===== src/hw/rtl/mbl_ram.sv =====
`default_nettype none
// ----------------------------------------------------------------------------
// mbl_ram
// Generic single-write, single-read synchronous RAM with registered read data.
// ----------------------------------------------------------------------------
module mbl_ram #(
    parameter int WIDTH = 64,
    parameter int DEPTH = 12
) (
    input  wire logic                                   i_clk,
    input  wire logic                                   i_we,
    input  wire logic [((DEPTH > 1) ? $clog2(DEPTH) : 1)-1:0] i_waddr,
    input  wire logic [WIDTH-1:0]                       i_wdata,
    input  wire logic                                   i_re,
    input  wire logic [((DEPTH > 1) ? $clog2(DEPTH) : 1)-1:0] i_raddr,
    output logic      [WIDTH-1:0]                       o_rdata
);

    logic [WIDTH-1:0] r_mem [DEPTH];

    // write port
    always_ff @(posedge i_clk) begin
        if (i_we) begin
            r_mem[i_waddr] <= i_wdata;
        end
    end

    // registered read port, holds while not enabled
    always_ff @(posedge i_clk) begin
        if (i_re) begin
            o_rdata <= r_mem[i_raddr];
        end
    end

endmodule : mbl_ram
`default_nettype wire


===== config.mk =====
export PLATFORM = sky130hd
export DESIGN_NAME = mbl_ram
export DESIGN_NICKNAME = d
export VERILOG_FILES = /design/src/hw/rtl/mbl_ram.sv
export SDC_FILE = /design/constraint.sdc
export NUM_CORES = 1
export LEC_CHECK = 0
export BUFFER_PORTS_ARGS = -buffer_cell sky130_fd_sc_hd__buf_2
export CORE_MARGIN = 4
export CORE_UTILIZATION = 45
export CTS_BUF_LIST = sky130_fd_sc_hd__clkbuf_4 sky130_fd_sc_hd__clkbuf_8
export CTS_CLUSTER_DIAMETER = 100
export DETAILED_ROUTE_END_ITERATION = 16
export REMOVE_ABC_BUFFERS = 1
export SETUP_SLACK_MARGIN = 0.3
export SYNTH_ARGS = -nofsm -noshare
export SYNTH_HDL_FRONTEND = slang
export SYNTH_SLANG_ARGS = --single-unit

===== constraint.sdc =====
create_clock -name i_clk -period 9.9 [get_ports i_clk]
set_input_delay 0.99 -clock i_clk [delete_from_list [all_inputs] [get_ports i_clk]]
set_output_delay 0.99 -clock i_clk [all_outputs]
set_load 0.01 [all_outputs]

==> impl_results.md <==
- Status: finished clean
- First-pass GRT wire length: 101.2 mm
- Vias in the first global route: 15,210
- Clock Latency Late Sink: 0.76 ns
- CTS clk-pin slew, worst paths: 0.06 ns
- Total Wirelength: 68.59 mm
- Worst setup path class: in2reg
- Commonest cells after routing, fill and taps aside: edfxtp_1 (832), clkbuf_8 (139), buf_2 (135), mux2i_1 (128), mux4_2 (128)
- Switching pwr: 1.515 mW
- Synth area leader: edfxtp_1
- Placement row count: 95
- CTS root buf: clkbuf_8
- WL/cell: 27.28 um
- Num ports: 139
- Worst Setup End Kind: flip-flop
- Final clock skew: 0.01586 ns
- Top cell type's share of synthesized area: 80.80%
- Initial DRC count: 1,299
- Pwr dens: 202.7 nW/um^2
- Final Cell Area: 35,190 um^2
- Yosys reg bits: 832
- Final cell count without fillers: 2,514
- Final min period: 3.191 ns
- HP Class: in2reg
- CTS tree: yes
- Register area share after synthesis: 80.80%
- Library cells used by synthesis: 20
- Startpoint Class: input pin
- Full die area: 72,970 um^2
- IO buf count: 138
- Final setup violation count: 0
- Commonest non-fill, non-tap cell in the layout: edfxtp_1
- DP Area: 32,660 um^2
- CTS H-Tree Depth: 4
- Tcrit/Tclk final: 32.23%
- Layout area overhead: 13.79%
- Via density: 5.702
- Antenna viol nets, final: 0
- Pleak: 11.50 nW
- Sw Share: 21.25%
- Global placer's final weighted congestion: 0.6916
- Crit Path Max Fanout: 82
- Internal power: 5.617 mW
- Hold Buf Count CTS: 0
- Critical path arrival: 3.65 ns
- HPWL Detailed: 32.43 mm
- DR vias: 14,330
- Clk sink count: 832
- DRC errors left: 0
- Fin. Hold Viols: 0
- Congestion Overflow GR: 0
- Max Clk Rate: 313.4 MHz
- Sum Neg Setup Slack: 0 ns
- Placed insts: 2,279
- Starting Density: 45.72%
- CTS buffer count: 134
- Core Box Area: 67,630 um^2
- Critical path buffers and inverters: 2
- Worst path cell trace: buf_8 > buf_4 > mux4_2 > a22oi_1 > o221ai_1
- Core Util, Final: 52.03%
- Post_cts resized: 0
- Overall power: 7.132 mW
- Die Ht: 270.1 um
- Synth top area cells: edfxtp_1 (81%), mux4_2 (9.3%), mux2i_1 (4.1%), o221ai_1 (1.2%), a22oi_1 (1.1%)
- Pin count of the biggest net entering global routing: 83
- Avg Inst Size Synth: 23.66 um^2
- DRT Pass-1 Iters: 6
- Die Width: 270.1 um
- Gate power share: 4.9%
- CTS Buffer Depth: 3
- Slowest-stage cell, CP: buf_4
- Antenna violations before repair: 14
- Post-Syn Instances: 1,307
- Post-Syn Area: 30,920 um^2
- Total track usage: 19.01%
- Max-slew headroom: 31.65%
- Reg power frac: 56.1%
- Crit-path max cell delay: 0.93 ns
- Largest delay share family, worst path: buffers and inverters
- Setup bufs post-CTS: 0
- Max-cap violations: 0
- Maximum vdd ir drop: 121.2 uV
- Final nets: 1,617
- Layout cell share with drive strength beyond 1: 33.82%
- Worst-Margin Slew: 1.025 ns
- Clk pwr share: 39.0%
- YS warnings: 0
- Worst Path Required: 10.36 ns
- Max-slew violations: 0
- Unrepaired setup endpoints after global routing: false
power by group through the flow:
stage / registers (mW) / logic (mW) / clock network, mW
floorplan: 4.08 / 0.157 / 0
global placement: 4.07 / 0.349 / 0
detailed placement: 4.07 / 0.358 / 0
CTS: 4.00 / 0.358 / 2.86
global route: 4.00 / 0.379 / 3.04
finish: 4.00 / 0.349 / 2.78
worst register-to-register path: stages (launching register included):
cell and delay (ns):
edfxtp_1 0.37, mux4_2 0.45, a22oi_1 0.19, o221ai_1 0.25
cells by family after synthesis:
logic type             share of synthesized area (%)
and+or+nand+nor                               0.3520
muxes                                          13.47
AOI/OAI and AO/OA                              4.095
buffers and inverters                          1.291
DFF                                            80.80
cell type report:
| type | count | area, um^2 |
|---|---|---|
| Multi-Input combinational cell | 406 | 5652 |
| Clock inverter | 44 | 236.5 |
| Clock buffer | 188 | 2281 |
| Timing Repair Buffer | 168 | 934.6 |
| Fill cell | 5230 | 32450 |
| Tap cell | 873 | 1092 |
| Sequential cell | 832 | 24980 |
| Antenna cell | 3 | 7.507 |
Yosys cell counts (all sizes together):
master  count
edfxtp    832
o221ai     64
nand2b      3
buf        39
nor2       10
mux4      128
or3b        1
nor2b       1
a22oi      64
nor3        3
mux2i     128
nand3b      2
clkbuf     30
nand2       2
registers in the layout, summed over array words and instances, names as in the netlist:
signal / cells
r_mem: 768
o_rdata: 64
final timing paths:
path / slack (ns) / endpoint / cells past startpoint / startpoint
max: 6.71 / o_rdata[12] / 5 / i_raddr[0]
min: 0.55 / r_mem[3][19] / 1 / i_wdata[19]
max reg2reg: 8.30 / o_rdata[9] / 3 / r_mem[3][9]
min reg2reg: 0.63 / o_rdata[37] / 2 / r_mem[8][37]
routing by layer:
layer / global-route usage [%] / vias to the layer above / wire length [um] / share of wire [%]
li1: - / 6124 / - / -
met1: 25.97 / 7574 / 28700 / 42
met2: 30.30 / 505 / 33550 / 49
met3: 5.312 / 117 / 4946 / 7.2
met4: 5.449 / 14 / 1299 / 1.9
met5: 0 / - / 87 / 0.13
per-stage QoR:
stage	hold WS (ns)	worst slack (ns)
4_1_cts	0.4679	6.700
3_3_place_gp	0.6191	5.879
3_5_place_dp	0.6292	5.848
6_report	0.5524	6.709
5_1_grt	0.4898	6.536
2_1_floorplan	0.6068	3.556
(Power assumes the default switching activity.)
