File: src/hw/rtl/mbl_pkg.sv
`default_nettype none
// ----------------------------------------------------------------------------
// mbl_pkg
// Shared types and constants of the multichannel biquad low-pass unit.
// ----------------------------------------------------------------------------
package mbl_pkg;

    // field widths
    localparam int CH_W     = 4;
    localparam int SMP_W    = 16;
    localparam int COEF_W   = 18;
    localparam int PROD_W   = COEF_W + SMP_W;
    localparam int ACC_W    = PROD_W + 3;
    localparam int FRAC_W   = 16;
    localparam int RND_W    = ACC_W - FRAC_W;

    // configuration port
    localparam int APB_AW   = 5;
    localparam int APB_DW   = 32;
    localparam int REG_IW   = 3;

    localparam logic [REG_IW-1:0] REG_B0 = 3'd0;
    localparam logic [REG_IW-1:0] REG_B1 = 3'd1;
    localparam logic [REG_IW-1:0] REG_B2 = 3'd2;
    localparam logic [REG_IW-1:0] REG_A1 = 3'd3;
    localparam logic [REG_IW-1:0] REG_A2 = 3'd4;

    // coefficient reset values, signed Q1.16
    localparam logic signed [COEF_W-1:0] B0_RST = 18'sd1826;
    localparam logic signed [COEF_W-1:0] B1_RST = 18'sd3652;
    localparam logic signed [COEF_W-1:0] B2_RST = 18'sd1826;
    localparam logic signed [COEF_W-1:0] A1_RST = -18'sd96697;
    localparam logic signed [COEF_W-1:0] A2_RST = 18'sd38464;

    localparam logic signed [RND_W-1:0] SAT_MAX = 21'sd32767;
    localparam logic signed [RND_W-1:0] SAT_MIN = -21'sd32768;
    localparam logic signed [ACC_W-1:0] RND_HALF = 37'sd32768;

    typedef logic signed [COEF_W-1:0] t_coef;
    typedef logic signed [SMP_W-1:0]  t_smp;
    typedef logic signed [PROD_W-1:0] t_prod;

    typedef struct packed {
        logic [CH_W-1:0] channel;
        t_smp            sample_in;
    } t_in_item;

    typedef struct packed {
        logic [CH_W-1:0] channel_out;
        t_smp            sample_out;
    } t_out_item;

    // coefficient set handed from the register block to the datapath
    typedef struct packed {
        t_coef b0;
        t_coef b1;
        t_coef b2;
        t_coef a1;
        t_coef a2;
    } t_coef_set;

    // one history word per channel
    typedef struct packed {
        t_smp x2;
        t_smp x1;
        t_smp y2;
        t_smp y1;
    } t_hist;

    localparam int HIST_W = $bits(t_hist);

endpackage : mbl_pkg
`default_nettype wire

File: src/hw/rtl/mbl_apb_regs.sv
`default_nettype none
// ----------------------------------------------------------------------------
// mbl_apb_regs
// APB-style coefficient register file: five signed Q1.16 coefficients.
// ----------------------------------------------------------------------------
module mbl_apb_regs
    import mbl_pkg::*;
(
    input  wire logic              i_clk,
    input  wire logic              i_rst_n,
    input  wire logic              i_psel,
    input  wire logic              i_penable,
    input  wire logic              i_pwrite,
    input  wire logic [APB_AW-1:0] i_paddr,
    input  wire logic [APB_DW-1:0] i_pwdata,
    output logic      [APB_DW-1:0] o_prdata,
    output t_coef_set              o_coef
);

    t_coef_set         r_coef;
    logic              wr_xfer;
    logic [REG_IW-1:0] reg_idx;
    t_coef             wr_val;
    t_coef             rd_val;

    assign wr_xfer = i_psel && i_penable && i_pwrite;
    assign reg_idx = i_paddr[APB_AW-1:2];
    assign wr_val  = t_coef'(i_pwdata[COEF_W-1:0]);

    // register writes; indexes past the list are dropped
    always_ff @(posedge i_clk) begin
        if (!i_rst_n) begin
            r_coef.b0 <= B0_RST;
            r_coef.b1 <= B1_RST;
            r_coef.b2 <= B2_RST;
            r_coef.a1 <= A1_RST;
            r_coef.a2 <= A2_RST;
        end else if (wr_xfer) begin
            case (reg_idx)
                REG_B0:  r_coef.b0 <= wr_val;
                REG_B1:  r_coef.b1 <= wr_val;
                REG_B2:  r_coef.b2 <= wr_val;
                REG_A1:  r_coef.a1 <= wr_val;
                REG_A2:  r_coef.a2 <= wr_val;
                default: ;
            endcase
        end
    end

    // read mux, sign-extended to the bus
    always_comb begin
        case (reg_idx)
            REG_B0:  rd_val = r_coef.b0;
            REG_B1:  rd_val = r_coef.b1;
            REG_B2:  rd_val = r_coef.b2;
            REG_A1:  rd_val = r_coef.a1;
            REG_A2:  rd_val = r_coef.a2;
            default: rd_val = '0;
        endcase
    end

    assign o_prdata = APB_DW'(rd_val);
    assign o_coef   = r_coef;

endmodule : mbl_apb_regs
`default_nettype wire

File: config.mk
export PLATFORM = sky130hd
export DESIGN_NAME = mbl_apb_regs
export DESIGN_NICKNAME = d
export VERILOG_FILES = /design/src/hw/rtl/mbl_pkg.sv /design/src/hw/rtl/mbl_apb_regs.sv
export SDC_FILE = /design/constraint.sdc
export NUM_CORES = 1
export LEC_CHECK = 0
export CAP_MARGIN = 25
export CORE_MARGIN = 2
export CORE_UTILIZATION = 50
export DETAILED_ROUTE_END_ITERATION = 12
export DONT_BUFFER_PORTS = 1
export MAX_ROUTING_LAYER = met4
export PLACE_DENSITY = 0.72
export SKIP_CTS_REPAIR_TIMING = 1
export SLEW_MARGIN = 20
export SYNTH_ARGS = -nofsm -noshare
export SYNTH_HDL_FRONTEND = slang
export SYNTH_SLANG_ARGS = --single-unit
File: constraint.sdc
create_clock -name i_clk -period 1.6 [get_ports i_clk]
set_input_delay 0.08 -clock i_clk [delete_from_list [all_inputs] [get_ports i_clk]]
set_output_delay 0.08 -clock i_clk [all_outputs]
set_load 0.01 [all_outputs]
==> summary.md <==
| Metric | Value |
|---|---|
| Routability-driven placement congestion ratio | `~0.84` |
| # IOs | `164` |
| Outcome | `finished with violations` |
| Synth-to-layout area growth | `17.33%` |
| Clock Sink Count | `90` |
| Final core utilization | `slightly above 60%` |
| DP HPWL | `between 7000 and 8000 um` |
| Crit Path Max Fanout | `4` |
| Slew HR | `64.28%` |
| PD cells | `roughly 850 mW/mm2` |
| Critical Path Source Type | `register` |
| Routed Antenna Nets | `0` |
| Fin crit share | `between 90% and 100%` |
| Cells after DPL | `around 520` |
| Vias | `roughly 3,600` |
| Ant. Diodes | `0` |
| Worst Path Arrival | `between 1 and 1.5 ns` |
| Req. time, crit path | `1.52 ns` |
| Fin cells | `a little under 600` |
| Vias per inst | `slightly above 6` |
| DR WL/cell | `~22 um` |
| RSZ-0062 raised after global routing | `false` |
| Die ar. | `between 0.009 and 0.01 mm2` |
| Top FF cell, synth | `dfxtp_1` |
| Seq cells post-synth | `90` |
| Final setup vio count | `0` |
| Skew final | `0 ns` |
| Failing checks | `negative hold slack` |
| Slew Limit Fails | `0` |
| Total grt overflow | `0` |
| GR peak layer | `met2` |
| DP Area | `between 0.004 and 0.005 mm2` |
| Root buffer cell | `clkbuf_8` |
| Chip width | `roughly 96 um` |
| Setup TNS | `0 ns` |
| Synth top area cells | `dfxtp_1 43%, mux2i_1 16%, nand2_1 7.1%` |
| Nets@finish | `518` |
| Hold Path Class | `in -> reg` |
| Worst-skew pair later-pin latency | `about 0.36 ns` |
| Met3 GRT Util | `8.854%` |
| Max clock buf depth | `2` |
| CTS tree | `done` |
| Async set or reset register ratio after synthesis | `0%` |
| DRT iter0 DRCs | `between 200 and 250` |
| Share of the synthesized area in the top cell type | `a little over two fifths` |
| PortBufs | `0` |
| Rows | `33` |
| DRT Wirelength | `12,910 um` |
| Tot GR Track Use | `approximately 26%` |
| Initial Util | `around half` |
| Post-synth EDFFs | `0` |
| Crit. End Element | `output pin` |
| Sequential share of the synthesized area | `42.87%` |
| Share of layout cells above drive strength 1 | `12.71%` |
| Max-Cap Viols | `0` |
| FMAX | `around 0.66 GHz` |
| Pre-antenna DRT Iters | `4` |
| CTS Buf Count | `9` |
| Netlist area before placement | `between 0.004 and 0.005 mm2` |
| Max reg flops | `90` |
| Met1 Use GR | `around 31%` |
| Synthesized Nets | `approximately 490` |
| Final Critical Period | `1.520 ns` |
| Final Hold Vio Count | `6` |
| Clock slew at reported path FFs | `approximately 0.090 ns` |
| Worst-Margin Slew | `roughly 0.53 ns` |
| Critical path type | `reg -> out` |
| First-pass GRT wire length | `roughly 17,000 um` |
| Chip height | `approximately 96 um` |
| Post-Synthesis Cells | `approximately 450` |
| Vias in the first global route | `approximately 3,200` |
| Synth Area per Inst | `roughly 9.4 um2` |
| Met2 Use GR | `41.14%` |
| Post-route cell area | `0.004931 mm2` |
| Fillers | `710` |
| H-tree Lvls | `3` |
| Leak | `between 2 and 2.5 nW` |
| Drt drc | `0` |
| Area leader, netlist | `dfxtp_1` |
| Yosys cell types | `31` |
| Yosys warns | `0` |
| Hold WS | `-0.04547 ns` |
| Peak supply drop | `~520 uV` |
| Largest net degree at the start of global routing | `111` |
| Initial antenna violation count | `0` |
| Core area | `~0.0082 mm2` |
-- stage by stage --
stage	setup WS, ns	total power (W)
floorplan	0.2402	0.002609
global placement	0.3524	0.002583
detailed placement	0.3477	0.002591
CTS	-0.04503	0.004107
global route	0.008106	0.004329
finish	0.08043	0.004184
-- routing by layer --
layer  up-vias  wire length, um  part of all wire, %
met2       163             6507                   50
met5         -                0                    0
met4         0              157                  1.2
met1      1787             5207                   40
li1       1638                -                    -
met3        18             1040                  8.1
-- placed cells by master (no fill, tap or decap), drive strengths merged, types with 17 or more instances in the layout --
cell         instances
buf                 19
o211ai              19
dfxtp               90
mux2i               68
inv                 17
o21ai               19
nand2               80
mux2                17
dlygate4sd3         50
a22oi               34
o22ai               17
-- critical path, cell delays in order, from the launching register on --
cell	delay (ns)
dfxtp_2	0.35
mux2_2	0.27
a22oi_2	0.17
o22ai_4	0.11
buf_4	0.19
-- worst paths after layout --
check                           from                       to  slack [ns]  cells past startpoint
min                          i_rst_n  o_coef[10]$_SDFFE_PN1P_       -0.05                      2
max          o_coef[35]$_SDFFE_PN1P_             o_prdata[17]        0.08                      4
min reg2reg  o_coef[53]$_SDFFE_PN0P_  o_coef[53]$_SDFFE_PN0P_        0.50                      2
max reg2reg  o_coef[56]$_SDFFE_PN1P_  o_coef[56]$_SDFFE_PN1P_        0.29                      3
-- Yosys cell counts, types with 2 or more instances --
master,instances
nand3_1,6
nor2_1,2
buf_6,5
o311ai_0,4
o22ai_1,17
buf_4,17
buf_1,2
nand2_1,79
o21ai_0,19
dfxtp_1,90
mux2i_1,68
nor2b_1,10
clkbuf_1,18
mux2_2,17
buf_2,11
o211ai_1,19
inv_1,17
a22oi_1,34
nand2b_1,2
-- kinds of logic after synthesis --
logic type      count (synthesis)  share of synthesized area, %
compound gates                 97                         15.87
buf+inv                        70                         8.990
flops                          90                         42.87
mux                            85                         20.75
simple gates                  107                         11.52
-- report_power, final --
group	leakage (nW)	switching [W]	total (W)	internal, W
logic	1.19	0.000196	0.000346	0.000151
clock network	0.0877	0.000793	0.00155	0.000757
registers	0.727	0.0000290	0.00229	0.00226
total	2.01	0.00102	0.00418	0.00317
-- area by class of cell --
type,count,area (um2),area share [%]
clock inverters,4,52.55,1.066
repair buffers,69,688.2,13.96
multi-input cells,289,2049,41.56
well taps,105,131.4,2.664
flip-flops and latches,90,1804,36.59
inverters,17,63.81,1.294
clock buffers,11,141.4,2.867
No activity file was read; power rests on OpenSTA's default activity.
